File: src/rtl/pst_pkg.sv
// ----------------------------------------------------------------------------
// pst_pkg
// Shared types, codes and sizes for the prime sieve table: the control word
// of the microcode, the step names, the jump conditions and the status codes.
// ----------------------------------------------------------------------------
package pst_pkg;

   localparam int MAX_LIMIT_DEFAULT  = 1024;
   localparam int LIST_DEPTH_DEFAULT = 256;

   localparam int VALUE_W = 11;
   localparam int ORDER_W = 8;
   localparam int COUNT_W = 9;
   localparam int STATUS_W = 2;
   localparam int COUNT_MAX = 511;

   localparam logic [VALUE_W-1:0] MAX_VALUE_RESET = 11'd2;

   localparam logic [STATUS_W-1:0] ST_OK       = 2'd0;
   localparam logic [STATUS_W-1:0] ST_RANGE    = 2'd1;
   localparam logic [STATUS_W-1:0] ST_NO_SIEVE = 2'd2;

   localparam logic CMD_SIEVE = 1'b0;
   localparam logic CMD_QUERY = 1'b1;

   typedef enum logic [3:0] {
      STEP_IDLE      = 4'd0,
      STEP_DISPATCH  = 4'd1,
      STEP_CLEAR     = 4'd2,
      STEP_OUTER     = 4'd3,
      STEP_TEST      = 4'd4,
      STEP_MARK      = 4'd5,
      STEP_NEXT_I    = 4'd6,
      STEP_COL_START = 4'd7,
      STEP_COL_CHECK = 4'd8,
      STEP_COL_STORE = 4'd9,
      STEP_SIEVE_RET = 4'd10,
      STEP_QUERY     = 4'd11,
      STEP_QUERY_RET = 4'd12
   } step_type;

   typedef enum logic [3:0] {
      COND_SEQ      = 4'd0,
      COND_JUMP     = 4'd1,
      COND_HOLD_REQ = 4'd2,
      COND_HOLD_RSP = 4'd3,
      COND_QUERY    = 4'd4,
      COND_SQ_GT_N  = 4'd5,
      COND_MAP_SET  = 4'd6,
      COND_JN_LE_N  = 4'd7,
      COND_J_LT_N   = 4'd8,
      COND_I_GT_N   = 4'd9
   } cond_type;

   typedef enum logic [1:0] {
      I_HOLD = 2'd0,
      I_SET2 = 2'd1,
      I_INC  = 2'd2
   } op_i_type;

   typedef enum logic [2:0] {
      J_HOLD   = 3'd0,
      J_ZERO   = 3'd1,
      J_INC    = 3'd2,
      J_SQUARE = 3'd3,
      J_ADD_I  = 3'd4
   } op_j_type;

   typedef enum logic {
      RSP_COUNT = 1'b0,
      RSP_QUERY = 1'b1
   } rsp_src_type;

   typedef struct packed {
      logic        load_req;
      op_i_type    op_i;
      op_j_type    op_j;
      logic        clr_cnt;
      logic        map_we;
      logic        map_wd;
      logic        map_rd;
      logic        store;
      logic        list_rd;
      logic        emit;
      rsp_src_type rsp_src;
      cond_type    cond;
      step_type    target;
   } ctrl_type;

   typedef struct packed {
      logic is_query;
      logic sq_gt_n;
      logic map_set;
      logic jn_le_n;
      logic j_lt_n;
      logic i_gt_n;
      logic rsp_busy;
   } flags_type;

   localparam ctrl_type CTRL_NOP = '{
      load_req: 1'b0,
      op_i:     I_HOLD,
      op_j:     J_HOLD,
      clr_cnt:  1'b0,
      map_we:   1'b0,
      map_wd:   1'b0,
      map_rd:   1'b0,
      store:    1'b0,
      list_rd:  1'b0,
      emit:     1'b0,
      rsp_src:  RSP_COUNT,
      cond:     COND_SEQ,
      target:   STEP_IDLE
   };

endpackage

File: src/rtl/pst_rom.sv
// ----------------------------------------------------------------------------
// pst_rom
// Control store: one control word for each step of the sieve and query
// program.
// ----------------------------------------------------------------------------
module pst_rom
   import pst_pkg::*;
(
   input  step_type step,
   output ctrl_type ctrl
);

   always_comb begin
      ctrl = CTRL_NOP;
      case (step)
         STEP_IDLE: begin
            ctrl.load_req = 1'b1;
            ctrl.op_j     = J_ZERO;
            ctrl.cond     = COND_HOLD_REQ;
         end
         STEP_DISPATCH: begin
            ctrl.op_i    = I_SET2;
            ctrl.clr_cnt = 1'b1;
            ctrl.cond    = COND_QUERY;
            ctrl.target  = STEP_QUERY;
         end
         STEP_CLEAR: begin
            ctrl.map_we = 1'b1;
            ctrl.map_wd = 1'b0;
            ctrl.op_j   = J_INC;
            ctrl.cond   = COND_J_LT_N;
            ctrl.target = STEP_CLEAR;
         end
         STEP_OUTER: begin
            ctrl.map_rd = 1'b1;
            ctrl.cond   = COND_SQ_GT_N;
            ctrl.target = STEP_COL_START;
         end
         STEP_TEST: begin
            ctrl.op_j   = J_SQUARE;
            ctrl.cond   = COND_MAP_SET;
            ctrl.target = STEP_NEXT_I;
         end
         STEP_MARK: begin
            ctrl.map_we = 1'b1;
            ctrl.map_wd = 1'b1;
            ctrl.op_j   = J_ADD_I;
            ctrl.cond   = COND_JN_LE_N;
            ctrl.target = STEP_MARK;
         end
         STEP_NEXT_I: begin
            ctrl.op_i   = I_INC;
            ctrl.cond   = COND_JUMP;
            ctrl.target = STEP_OUTER;
         end
         STEP_COL_START: begin
            ctrl.op_i = I_SET2;
         end
         STEP_COL_CHECK: begin
            ctrl.map_rd = 1'b1;
            ctrl.cond   = COND_I_GT_N;
            ctrl.target = STEP_SIEVE_RET;
         end
         STEP_COL_STORE: begin
            ctrl.store  = 1'b1;
            ctrl.op_i   = I_INC;
            ctrl.cond   = COND_JUMP;
            ctrl.target = STEP_COL_CHECK;
         end
         STEP_SIEVE_RET: begin
            ctrl.emit    = 1'b1;
            ctrl.rsp_src = RSP_COUNT;
            ctrl.cond    = COND_HOLD_RSP;
            ctrl.target  = STEP_IDLE;
         end
         STEP_QUERY: begin
            ctrl.list_rd = 1'b1;
         end
         STEP_QUERY_RET: begin
            ctrl.emit    = 1'b1;
            ctrl.rsp_src = RSP_QUERY;
            ctrl.cond    = COND_HOLD_RSP;
            ctrl.target  = STEP_IDLE;
         end
         default: begin
            ctrl.cond   = COND_JUMP;
            ctrl.target = STEP_IDLE;
         end
      endcase
   end

endmodule

File: src/rtl/pst_seq.sv
// ----------------------------------------------------------------------------
// pst_seq
// Step counter: advances, holds or jumps on the condition that the current
// control word selects.
// ----------------------------------------------------------------------------
module pst_seq
   import pst_pkg::*;
(
   input  logic      clock,
   input  logic      reset,
   input  logic      req_valid,
   input  ctrl_type  ctrl,
   input  flags_type flags,
   output step_type  step
);

   step_type step_ff;
   step_type step_in;
   step_type step_inc;
   logic     taken;

   assign step_inc = step_type'(4'(step_ff + 1));

   always_comb begin
      taken = 1'b0;
      case (ctrl.cond)
         COND_QUERY:   taken = flags.is_query;
         COND_SQ_GT_N: taken = flags.sq_gt_n;
         COND_MAP_SET: taken = flags.map_set;
         COND_JN_LE_N: taken = flags.jn_le_n;
         COND_J_LT_N:  taken = flags.j_lt_n;
         COND_I_GT_N:  taken = flags.i_gt_n;
         default:      taken = 1'b0;
      endcase
   end

   always_comb begin
      case (ctrl.cond)
         COND_SEQ:      step_in = step_inc;
         COND_JUMP:     step_in = ctrl.target;
         COND_HOLD_REQ: step_in = req_valid ? step_inc : step_ff;
         COND_HOLD_RSP: step_in = flags.rsp_busy ? step_ff : ctrl.target;
         default:       step_in = taken ? ctrl.target : step_inc;
      endcase
   end

   always_ff @(posedge clock) begin
      if (reset) begin
         step_ff <= STEP_IDLE;
      end else begin
         step_ff <= step_in;
      end
   end

   assign step = step_ff;

endmodule

File: src/rtl/pst_datapath.sv
// ----------------------------------------------------------------------------
// pst_datapath
// Sieve datapath: limit register, index and multiple registers, count, the
// composite bitmap, the prime list and the result register.
// ----------------------------------------------------------------------------
module pst_datapath
   import pst_pkg::*;
#(
   parameter int MAX_LIMIT  = MAX_LIMIT_DEFAULT,
   parameter int LIST_DEPTH = LIST_DEPTH_DEFAULT
) (
   input  logic                clock,
   input  logic                reset,
   input  ctrl_type            ctrl,
   output flags_type           flags,
   input  logic                csr_write,
   input  logic [VALUE_W-1:0]  csr_max_value,
   input  logic                req_valid,
   input  logic                req_cmd,
   input  logic [ORDER_W-1:0]  req_order,
   output logic                rsp_valid,
   input  logic                rsp_ready,
   output logic [VALUE_W-1:0]  rsp_value,
   output logic [STATUS_W-1:0] rsp_status
);

   localparam int NW  = $clog2(MAX_LIMIT + 1);
   localparam int IW  = NW + 1;
   localparam int JW  = NW + 1;
   localparam int SQW = 2 * IW;
   localparam int LW  = $clog2(LIST_DEPTH);
   localparam int CAP = (LIST_DEPTH < COUNT_MAX) ? LIST_DEPTH : COUNT_MAX;

   logic [VALUE_W-1:0]  max_value_reg_ff;
   logic                cmd_ff;
   logic [ORDER_W-1:0]  order_ff;
   logic [NW-1:0]       n_ff,       n_in;
   logic [IW-1:0]       i_ff,       i_in;
   logic [JW-1:0]       j_ff,       j_in;
   logic [COUNT_W-1:0]  cnt_ff,     cnt_in;
   logic [COUNT_W-1:0]  count_ff;
   logic                done_ff;
   logic                map_rd_ff;
   logic [VALUE_W-1:0]  list_rd_ff;
   logic                rsp_valid_ff;
   logic [VALUE_W-1:0]  rsp_value_ff, rsp_value_in;
   logic [STATUS_W-1:0] rsp_status_ff, rsp_status_in;

   logic                map_mem [MAX_LIMIT+1];
   logic [VALUE_W-1:0]  list_mem [LIST_DEPTH];

   logic                accept;
   logic                rsp_busy;
   logic                rsp_load;
   logic                list_we;
   logic [SQW-1:0]      sq;
   logic [JW-1:0]       jn;
   logic [31:0]         limit;
   logic [LW-1:0]       list_raddr;

   assign accept   = ctrl.load_req && req_valid;
   assign rsp_busy = rsp_valid_ff && !rsp_ready;
   assign rsp_load = ctrl.emit && !rsp_busy;
   assign sq       = SQW'(i_ff) * SQW'(i_ff);
   assign jn       = j_ff + JW'(i_ff);
   assign limit    = (32'(max_value_reg_ff) > MAX_LIMIT) ? MAX_LIMIT
                                                         : 32'(max_value_reg_ff);
   assign list_we  = ctrl.store && !map_rd_ff && (32'(cnt_ff) < CAP);
   assign list_raddr = LW'(32'(order_ff) - 32'd1);

   assign flags.is_query = (cmd_ff == CMD_QUERY);
   assign flags.sq_gt_n  = sq > SQW'(n_ff);
   assign flags.map_set  = map_rd_ff;
   assign flags.jn_le_n  = jn <= JW'(n_ff);
   assign flags.j_lt_n   = j_ff < JW'(n_ff);
   assign flags.i_gt_n   = i_ff > IW'(n_ff);
   assign flags.rsp_busy = rsp_busy;

   always_comb begin
      n_in = accept ? NW'(limit) : n_ff;

      case (ctrl.op_i)
         I_SET2:  i_in = IW'(2);
         I_INC:   i_in = i_ff + IW'(1);
         default: i_in = i_ff;
      endcase

      case (ctrl.op_j)
         J_ZERO:   j_in = '0;
         J_INC:    j_in = j_ff + JW'(1);
         J_SQUARE: j_in = JW'(sq);
         J_ADD_I:  j_in = jn;
         default:  j_in = j_ff;
      endcase

      if (ctrl.clr_cnt) begin
         cnt_in = '0;
      end else if (list_we) begin
         cnt_in = cnt_ff + COUNT_W'(1);
      end else begin
         cnt_in = cnt_ff;
      end

      if (ctrl.rsp_src == RSP_COUNT) begin
         rsp_value_in  = VALUE_W'(cnt_ff);
         rsp_status_in = ST_OK;
      end else if (!done_ff) begin
         rsp_value_in  = '0;
         rsp_status_in = ST_NO_SIEVE;
      end else if (order_ff == '0 || 32'(order_ff) > 32'(count_ff)
                   || 32'(order_ff) > LIST_DEPTH) begin
         rsp_value_in  = '0;
         rsp_status_in = ST_RANGE;
      end else begin
         rsp_value_in  = list_rd_ff;
         rsp_status_in = ST_OK;
      end
   end

   always_ff @(posedge clock) begin
      if (reset) begin
         max_value_reg_ff <= MAX_VALUE_RESET;
         count_ff         <= '0;
         done_ff          <= 1'b0;
         rsp_valid_ff     <= 1'b0;
         cnt_ff           <= '0;
      end else begin
         if (csr_write) begin
            max_value_reg_ff <= csr_max_value;
         end
         if (rsp_load && ctrl.rsp_src == RSP_COUNT) begin
            count_ff <= cnt_ff;
            done_ff  <= 1'b1;
         end
         if (rsp_load) begin
            rsp_valid_ff <= 1'b1;
         end else if (rsp_ready) begin
            rsp_valid_ff <= 1'b0;
         end
         cnt_ff <= cnt_in;
      end
   end

   always_ff @(posedge clock) begin
      if (accept) begin
         cmd_ff   <= req_cmd;
         order_ff <= req_order;
      end
      n_ff   <= n_in;
      i_ff   <= i_in;
      j_ff   <= j_in;
      if (rsp_load) begin
         rsp_value_ff  <= rsp_value_in;
         rsp_status_ff <= rsp_status_in;
      end
   end

   always_ff @(posedge clock) begin
      if (ctrl.map_we) begin
         map_mem[j_ff[NW-1:0]] <= ctrl.map_wd;
      end
      if (ctrl.map_rd) begin
         map_rd_ff <= map_mem[i_ff[NW-1:0]];
      end
   end

   always_ff @(posedge clock) begin
      if (list_we) begin
         list_mem[LW'(cnt_ff)] <= VALUE_W'(i_ff);
      end
      if (ctrl.list_rd) begin
         list_rd_ff <= list_mem[list_raddr];
      end
   end

   assign rsp_valid  = rsp_valid_ff;
   assign rsp_value  = rsp_value_ff;
   assign rsp_status = rsp_status_ff;

   a_map_in_range: assert property (@(posedge clock) disable iff (reset)
      ctrl.map_we |-> j_ff <= JW'(n_ff))
      else $error("bitmap write beyond the sieve limit");

   a_count_cap: assert property (@(posedge clock) disable iff (reset)
      32'(cnt_ff) <= CAP)
      else $error("prime count beyond list capacity");

   a_reset_clear: assert property (@(posedge clock)
      reset |=> !rsp_valid_ff && !done_ff)
      else $error("result or sieve flag survived reset");

endmodule

File: src/rtl/prime_sieve_table.sv
// ----------------------------------------------------------------------------
// prime_sieve_table
// Sieve of Eratosthenes with a prime list, run by a microcoded sequencer.
// Sieve item: clear the bitmap, mark multiples of each prime up to sqrt(n),
// list the primes and return their count. Query item: return the listed prime.
// One item at a time: a new request waits until the last result is registered.
// Reset: no sieve, count zero, max_value 2; the memories are not cleared.
// ----------------------------------------------------------------------------
module prime_sieve_table
   import pst_pkg::*;
#(
   parameter int MAX_LIMIT  = MAX_LIMIT_DEFAULT,
   parameter int LIST_DEPTH = LIST_DEPTH_DEFAULT
) (
   input  logic                clock,
   input  logic                reset,
   input  logic                req_valid,
   output logic                req_ready,
   input  logic                req_cmd,
   input  logic [ORDER_W-1:0]  req_order,
   output logic                rsp_valid,
   input  logic                rsp_ready,
   output logic [VALUE_W-1:0]  rsp_value,
   output logic [STATUS_W-1:0] rsp_status,
   input  logic                csr_write,
   input  logic [VALUE_W-1:0]  csr_max_value
);

   step_type  step;
   ctrl_type  ctrl;
   flags_type flags;

   assign req_ready = ctrl.load_req;

   pst_rom u_rom (
      .step (step),
      .ctrl (ctrl)
   );

   pst_seq u_seq (
      .clock     (clock),
      .reset     (reset),
      .req_valid (req_valid),
      .ctrl      (ctrl),
      .flags     (flags),
      .step      (step)
   );

   pst_datapath #(
      .MAX_LIMIT  (MAX_LIMIT),
      .LIST_DEPTH (LIST_DEPTH)
   ) u_datapath (
      .clock         (clock),
      .reset         (reset),
      .ctrl          (ctrl),
      .flags         (flags),
      .csr_write     (csr_write),
      .csr_max_value (csr_max_value),
      .req_valid     (req_valid),
      .req_cmd       (req_cmd),
      .req_order     (req_order),
      .rsp_valid     (rsp_valid),
      .rsp_ready     (rsp_ready),
      .rsp_value     (rsp_value),
      .rsp_status    (rsp_status)
   );

endmodule

File: config.mk
export PLATFORM = sky130hd
export DESIGN_NAME = prime_sieve_table
export DESIGN_NICKNAME = d
export VERILOG_FILES = /design/src/rtl/pst_pkg.sv /design/src/rtl/pst_rom.sv /design/src/rtl/pst_seq.sv /design/src/rtl/pst_datapath.sv /design/src/rtl/prime_sieve_table.sv
export SDC_FILE = /design/constraint.sdc
export NUM_CORES = 2
export LEC_CHECK = 0
export BUFFER_PORTS_ARGS = -buffer_cell sky130_fd_sc_hd__buf_2
export CAP_MARGIN = 25
export CORE_MARGIN = 4
export CORE_UTILIZATION = 47
export DETAILED_ROUTE_END_ITERATION = 8
export GPL_ROUTABILITY_DRIVEN = 0
export GPL_TIMING_DRIVEN = 0
export PLACE_DENSITY = 0.69
export SYNTH_ARGS = -nofsm -noshare
export SYNTH_HDL_FRONTEND = slang
export SYNTH_HIERARCHICAL = 1
export SYNTH_SLANG_ARGS = --single-unit
File: constraint.sdc
create_clock -name clock -period 50.1 [get_ports clock]
set_input_delay 15.03 -clock clock [delete_from_list [all_inputs] [get_ports clock]]
set_output_delay 15.03 -clock clock [all_outputs]
set_load 0.1 [all_outputs]
* Word-level counts from Yosys, hierarchy flattened *
Memories as Yosys holds them, arrays and structs flattened. A register that Yosys moved wholly into a read port is not among the register bits.
Cells that the tools add are included.

word-level totals
  bits in registers = 92
  latch bits = 0
  RAM bits = 3841
  memory bits (read-only) = 0
  input port bits = 25
  output and inout port bits = 15
  memories kept = 2

memory list
  name                 words  width  read ports  clocked after Yosys merged registers in  write ports  RTL line            RTL
  u_datapath.list_mem  256    11     1           1                                        1            pst_datapath.sv:50  logic [VALUE_W-1:0] list_mem [LIST_DEPTH];
  u_datapath.map_mem   1025   1      1           1                                        1            pst_datapath.sv:49  logic map_mem [MAX_LIMIT+1];

operators by class
  add/sub/neg operators = 6
  multipliers = 1
  divide/modulo/power cells = 0
  $lt $le $gt $ge = 7
  equal/unequal tests = 29
  shift-type cells = 0
  mux-type cells = 29
  bitwise gates (word level) = 2
  reductions and logical operators = 25

operators by type and width
  operator               count
  $pmux 12 s4            1
  $pmux 4 s9             1
  $eq 4x3->1 const B     8
  $pmux 4 s8             1
  $eq 4x4->1 const B     7
  $mux 9                 3
  $add 12x1->12 const B  2
  $gt 24x11->1           1
  $mul 12x12->24         1
  $pmux 12 s2            1
  $eq 4x2->1 const B     4
  $pmux 4 s4             1
  $add 12x12->12         1
  $gt 12x11->1           1
  $le 12x11->1           1
  $lt 12x11->1           1
  $mux 1                 12
  $mux 4                 3
  $pmux 2 s2             3
  $pmux 3 s4             1
  $reduce_or 2->1        6
  $gt 11x11->1 const B   1
  $add 9x1->9 const B    1
  $gt 8x9->1             1
  other kinds (22)       36

* Longest topological paths before layout *
  depth in word-level cells = 7
  mapped depth = 34
  mapped depth without buffers = 27

* Hierarchy *
Netlist, hierarchy kept.

by module, submodules not included
  module        times used  cells each  area each (µm²)  sequential area each (µm²)
  pst_datapath  1           8286        161617.5         118033.2
  pst_rom       1           55          391.6            0.0
  pst_seq       1           40          364.1            80.1

* Least setup slack after synthesis *
OpenSTA, ideal clock, no wires.

  path kind = reg-to-reg
  start point = reg u_seq.step_ff[1] (netlist: u_seq/step[1])
  end point = mem u_datapath.map_mem[0] (data pin)
  setup time = 4.954 ns
  data arrival time = 24.335 ns
  data required time = 45.146 ns
  setup slack = 20.812 ns
  stages on the path, launching flop included = 4
  buffers on the path = 1
  period minus slack after synthesis = 29.288 ns
  cells stage by stage = dfxtp_1 > buf_4 > or2b_1 > nor2_1

RTL lines
  item                    RTL line            RTL
  from (decl)             pst_seq.sv:17       step_type step_ff;
  from (signal assigned)  pst_seq.sv:51       step_ff <= step_in;
  to (decl)               pst_datapath.sv:49

* Worst setup path after layout *
  start point = reg u_seq.step_ff[0] (netlist: u_seq/step[0])
  end point = out req_ready

on the way
  longest elaborated chain between the ends = 2

ends and longest elaborated chain
  item             RTL line                 RTL
  $logic_not 4->1  pst_rom.sv:15            case (step)
  $mux 1           pst_rom.sv:15
  to (decl)        prime_sieve_table.sv:18  output logic req_ready,

Every way passes these cells.

==> results.json <==
{
  "synth_area_um2": 162000,
  "wl_per_cell_um": 33.5,
  "yosysUniqueCellTypes": 78,
  "path_cells": "buf_6 -> buf_4 -> nor4_2 -> buf_4 -> buf_2",
  "cts-resized-gates": 0,
  "layout_commonest_cell": "edfxtp_1",
  "die_y_um": 596,
  "antenna_found_initial": 32,
  "worstPathArrival_ns": 2.60,
  "cts_buffers": 382,
  "ios": 40,
  "synth_edf_count": 3910,
  "p_leak_nw": 58.5,
  "detail-route-antenna-nets": 0,
  "cap_violations": 0,
  "crit_family": "buffers and inverters",
  "maxSlewHeadroom_pct": 12.7,
  "htreeDepth": 5,
  "avgSynthCellArea_um2": 19.4,
  "hold_end": "u_datapath/max_value_reg_ff[6]",
  "startpoint_type": "flip-flop",
  "path_buf_inv": 4,
  "ctsHoldBuffers": 0,
  "yosysSeqAreaShare_pct": 72.7,
  "status": "complete, no violations",
  "min_period_ns": 17.63,
  "crit_top_cell": "buf_4",
  "synth_top_cell_by_area": "edfxtp_1",
  "ff2ff_path_depth": 36,
  "hold_viol": 0,
  "cts.clk_slew.worst_paths_ns": 0.06,
  "finalCritPeriodShare_pct": 35.2,
  "synthesis.nets": 8617,
  "required_ns": 35.07,
  "setup_viol": 0,
  "crit_path_max_incr_delay_ns": 0.45,
  "rr_startpoint": "u_datapath/i_ff[1]",
  "fmax_mhz": 56.7,
  "drcViolationCount": 0,
  "power_density_nw_per_um2": 61.3,
  "reg2reg_slack_ns": 38.60,
  "post-cts-setup-buffer-count": 0,
  "final_nets": 9494,
  "cp-end-kind": "output port",
  "grt_max_degree": 61,
  "hold_path_depth": 2,
  "pre_cts_ws_ns": 32.89,
  "fill_cells": 25373,
  "grt_pass1_wl_um": 662000,
  "grt_pass1_vias": 88141,
  "finalInstanceArea_um2": 188000,
  "cts_tree": "built",
  "hpwlAfterDp_um": 329000,
  "r2r_end": "u_seq/step[0]",
  "skew_ns": 0.108,
  "async_flop_share_pct": 0,
  "critical_path_class": "flip-flop to output port",
  "cts.sinks": 3945,
  "final_max_slew_viol_count": 0,
  "rsz0062_at_grt": "false",
  "drt_first_pass_iters": 7,
  "overflow": 0,
  "yosys_register_bits": 3945,
  "hold_ws_ns": 0.486,
  "area_delta_synth_final_pct": 15.8,
  "cpMaxStageDelayCell": "buf_2",
  "fp.dieW_um": 596,
  "fp.coreArea_um2": 344000,
  "final_cell_mix": "edfxtp_1, nor2_1, mux4_2, clkbuf_1, clkbuf_16",
  "dpl-instance-area_um2": 174000,
  "worstHoldStart": "u_datapath/max_value_reg_ff[6]",
  "synthTopCellsByArea": "edfxtp_1, mux4_2, nor2_1",
  "fin_tns_setup_ns": 0,
  "synthCells": 8381,
  "worst_pin_slew_ns": 1.31,
  "num_vias": 90319,
  "hp-class": "flip-flop to flip-flop",
  "synth_top_area_share_pct": 72.3,
  "vias_per_cell": 6.39,
  "synth_warnings": 6,
  "worst_slack_ns": 32.47,
  "routed_wl_um": 474000,
  "port_buffers": 39,
  "drive_gt1_share_pct": 25.3,
  "clk_latency_ns": 0.99,
  "ys.flop_type": "edfxtp_1",
  "critPathMaxFanout": 10,
  "dieArea_um2": 355000,
  "track_usage_pct": 26.3,
  "cts.path.max_buffers": 4,
  "initial_core_util_pct": 47.3,
  "cts_root_buf": "clkbuf_16",
  "irDropWorstVdd_mv": 0.188,
  "drt_iter0_markers": 15335,
  "rows": 215
}
-- worst min-delay path, cell delays in order (launching register included) --
cell and delay [ns]:
dfxtp_1 0.32, mux2i_1 0.06, nor2_1 0.07
-- flip-flops by register name (all words and copies together), names as in the netlist --
register and count:
u_datapath/list_mem 2816, u_datapath/done_ff 1, u_datapath/i_ff 12, u_datapath/rsp_status 2, u_datapath/cnt_ff 9, u_seq/step 4, u_datapath/max_value_reg_ff 11, u_datapath/count_ff 9
u_datapath/rsp_valid 1, u_datapath/order_ff 8, u_datapath/map_rd_ff 1, u_datapath/j_ff 12, u_datapath/cmd_ff 1, u_datapath/n_ff 11, u_datapath/rsp_value 11, u_datapath/list_rd_ff 11
u_datapath/map_mem 1025
-- Yosys cell counts, types with 46 or more instances --
master and n:
edfxtp_1 3910, nor2_1 1397, mux4_2 1198, clkbuf_1 423
nand2_1 173, inv_1 161, ha_1 131, a21oi_1 86
fa_1 80, buf_2 78, mux2i_1 70, nand3_1 47
o21ai_0 46
-- per-stage QoR --
step | instances | power [mW] | util [%]
after global placement | 12977 | 8.39 | 49.0
after global routing | 14127 | 12.0 | 54.7
after detailed placement | 13252 | 8.53 | 50.6
final | 14139 | 11.5 | 54.7
after CTS | 13946 | 11.4 | 54.2
after floorplan | 8381 | 6.82 | -
-- power breakdown --
part	internal [mW]	switching, mW
sequential	3.89	0.0448
combinational	1.85	2.82
clock	1.67	1.25
-- per-layer routing --
layer	GRT usage [%]	vias to the layer above	share of wire, %
li1	-	35182	-
met1	36.1	47155	35
met2	38.8	6814	45
met3	8.58	1148	15
met4	11.4	20	5.3
met5	0.325	-	0.030
-- cells by family after synthesis --
logic type      Yosys count  synth area share [%]
compound gates          306                  1.27
flops                  3945                  72.7
xor+xnor                 66                 0.356
fa+ha+maj               212                  2.00
mux                    1273                  17.1
buf+inv                 742                  1.90
simple gates           1837                  4.64
-- worst max path at each step --
stage	start	to	slack, ns	depth (start not counted)
2_1_floorplan	u_seq/step[1]	u_datapath/map_mem[0]	20.81	3
3_3_place_gp	u_seq/step[1]	u_datapath/map_mem[570]	7.06	3
3_5_place_dp	rsp_ready	u_seq/step[2]	32.89	9
4_1_cts	u_seq/step[0]	req_ready	32.43	5
5_1_grt	u_seq/step[0]	req_ready	32.40	5
6_report	u_seq/step[0]	req_ready	32.47	5
-- final cells by class --
class	count	area [um2]	area share [%]
Antenna cell	14	35.0	0.0186
Buffer	576	2500	1.33
Clock buffer	460	10000	5.34
Clock inverter	234	2530	1.35
Inverter	166	623	0.332
Multi-Input combinational cell	3694	41200	21.9
Sequential cell	3945	118000	62.8
Tap cell	4557	5700	3.03
Timing Repair Buffer	493	7180	3.82
(Power assumes the default switching activity.)
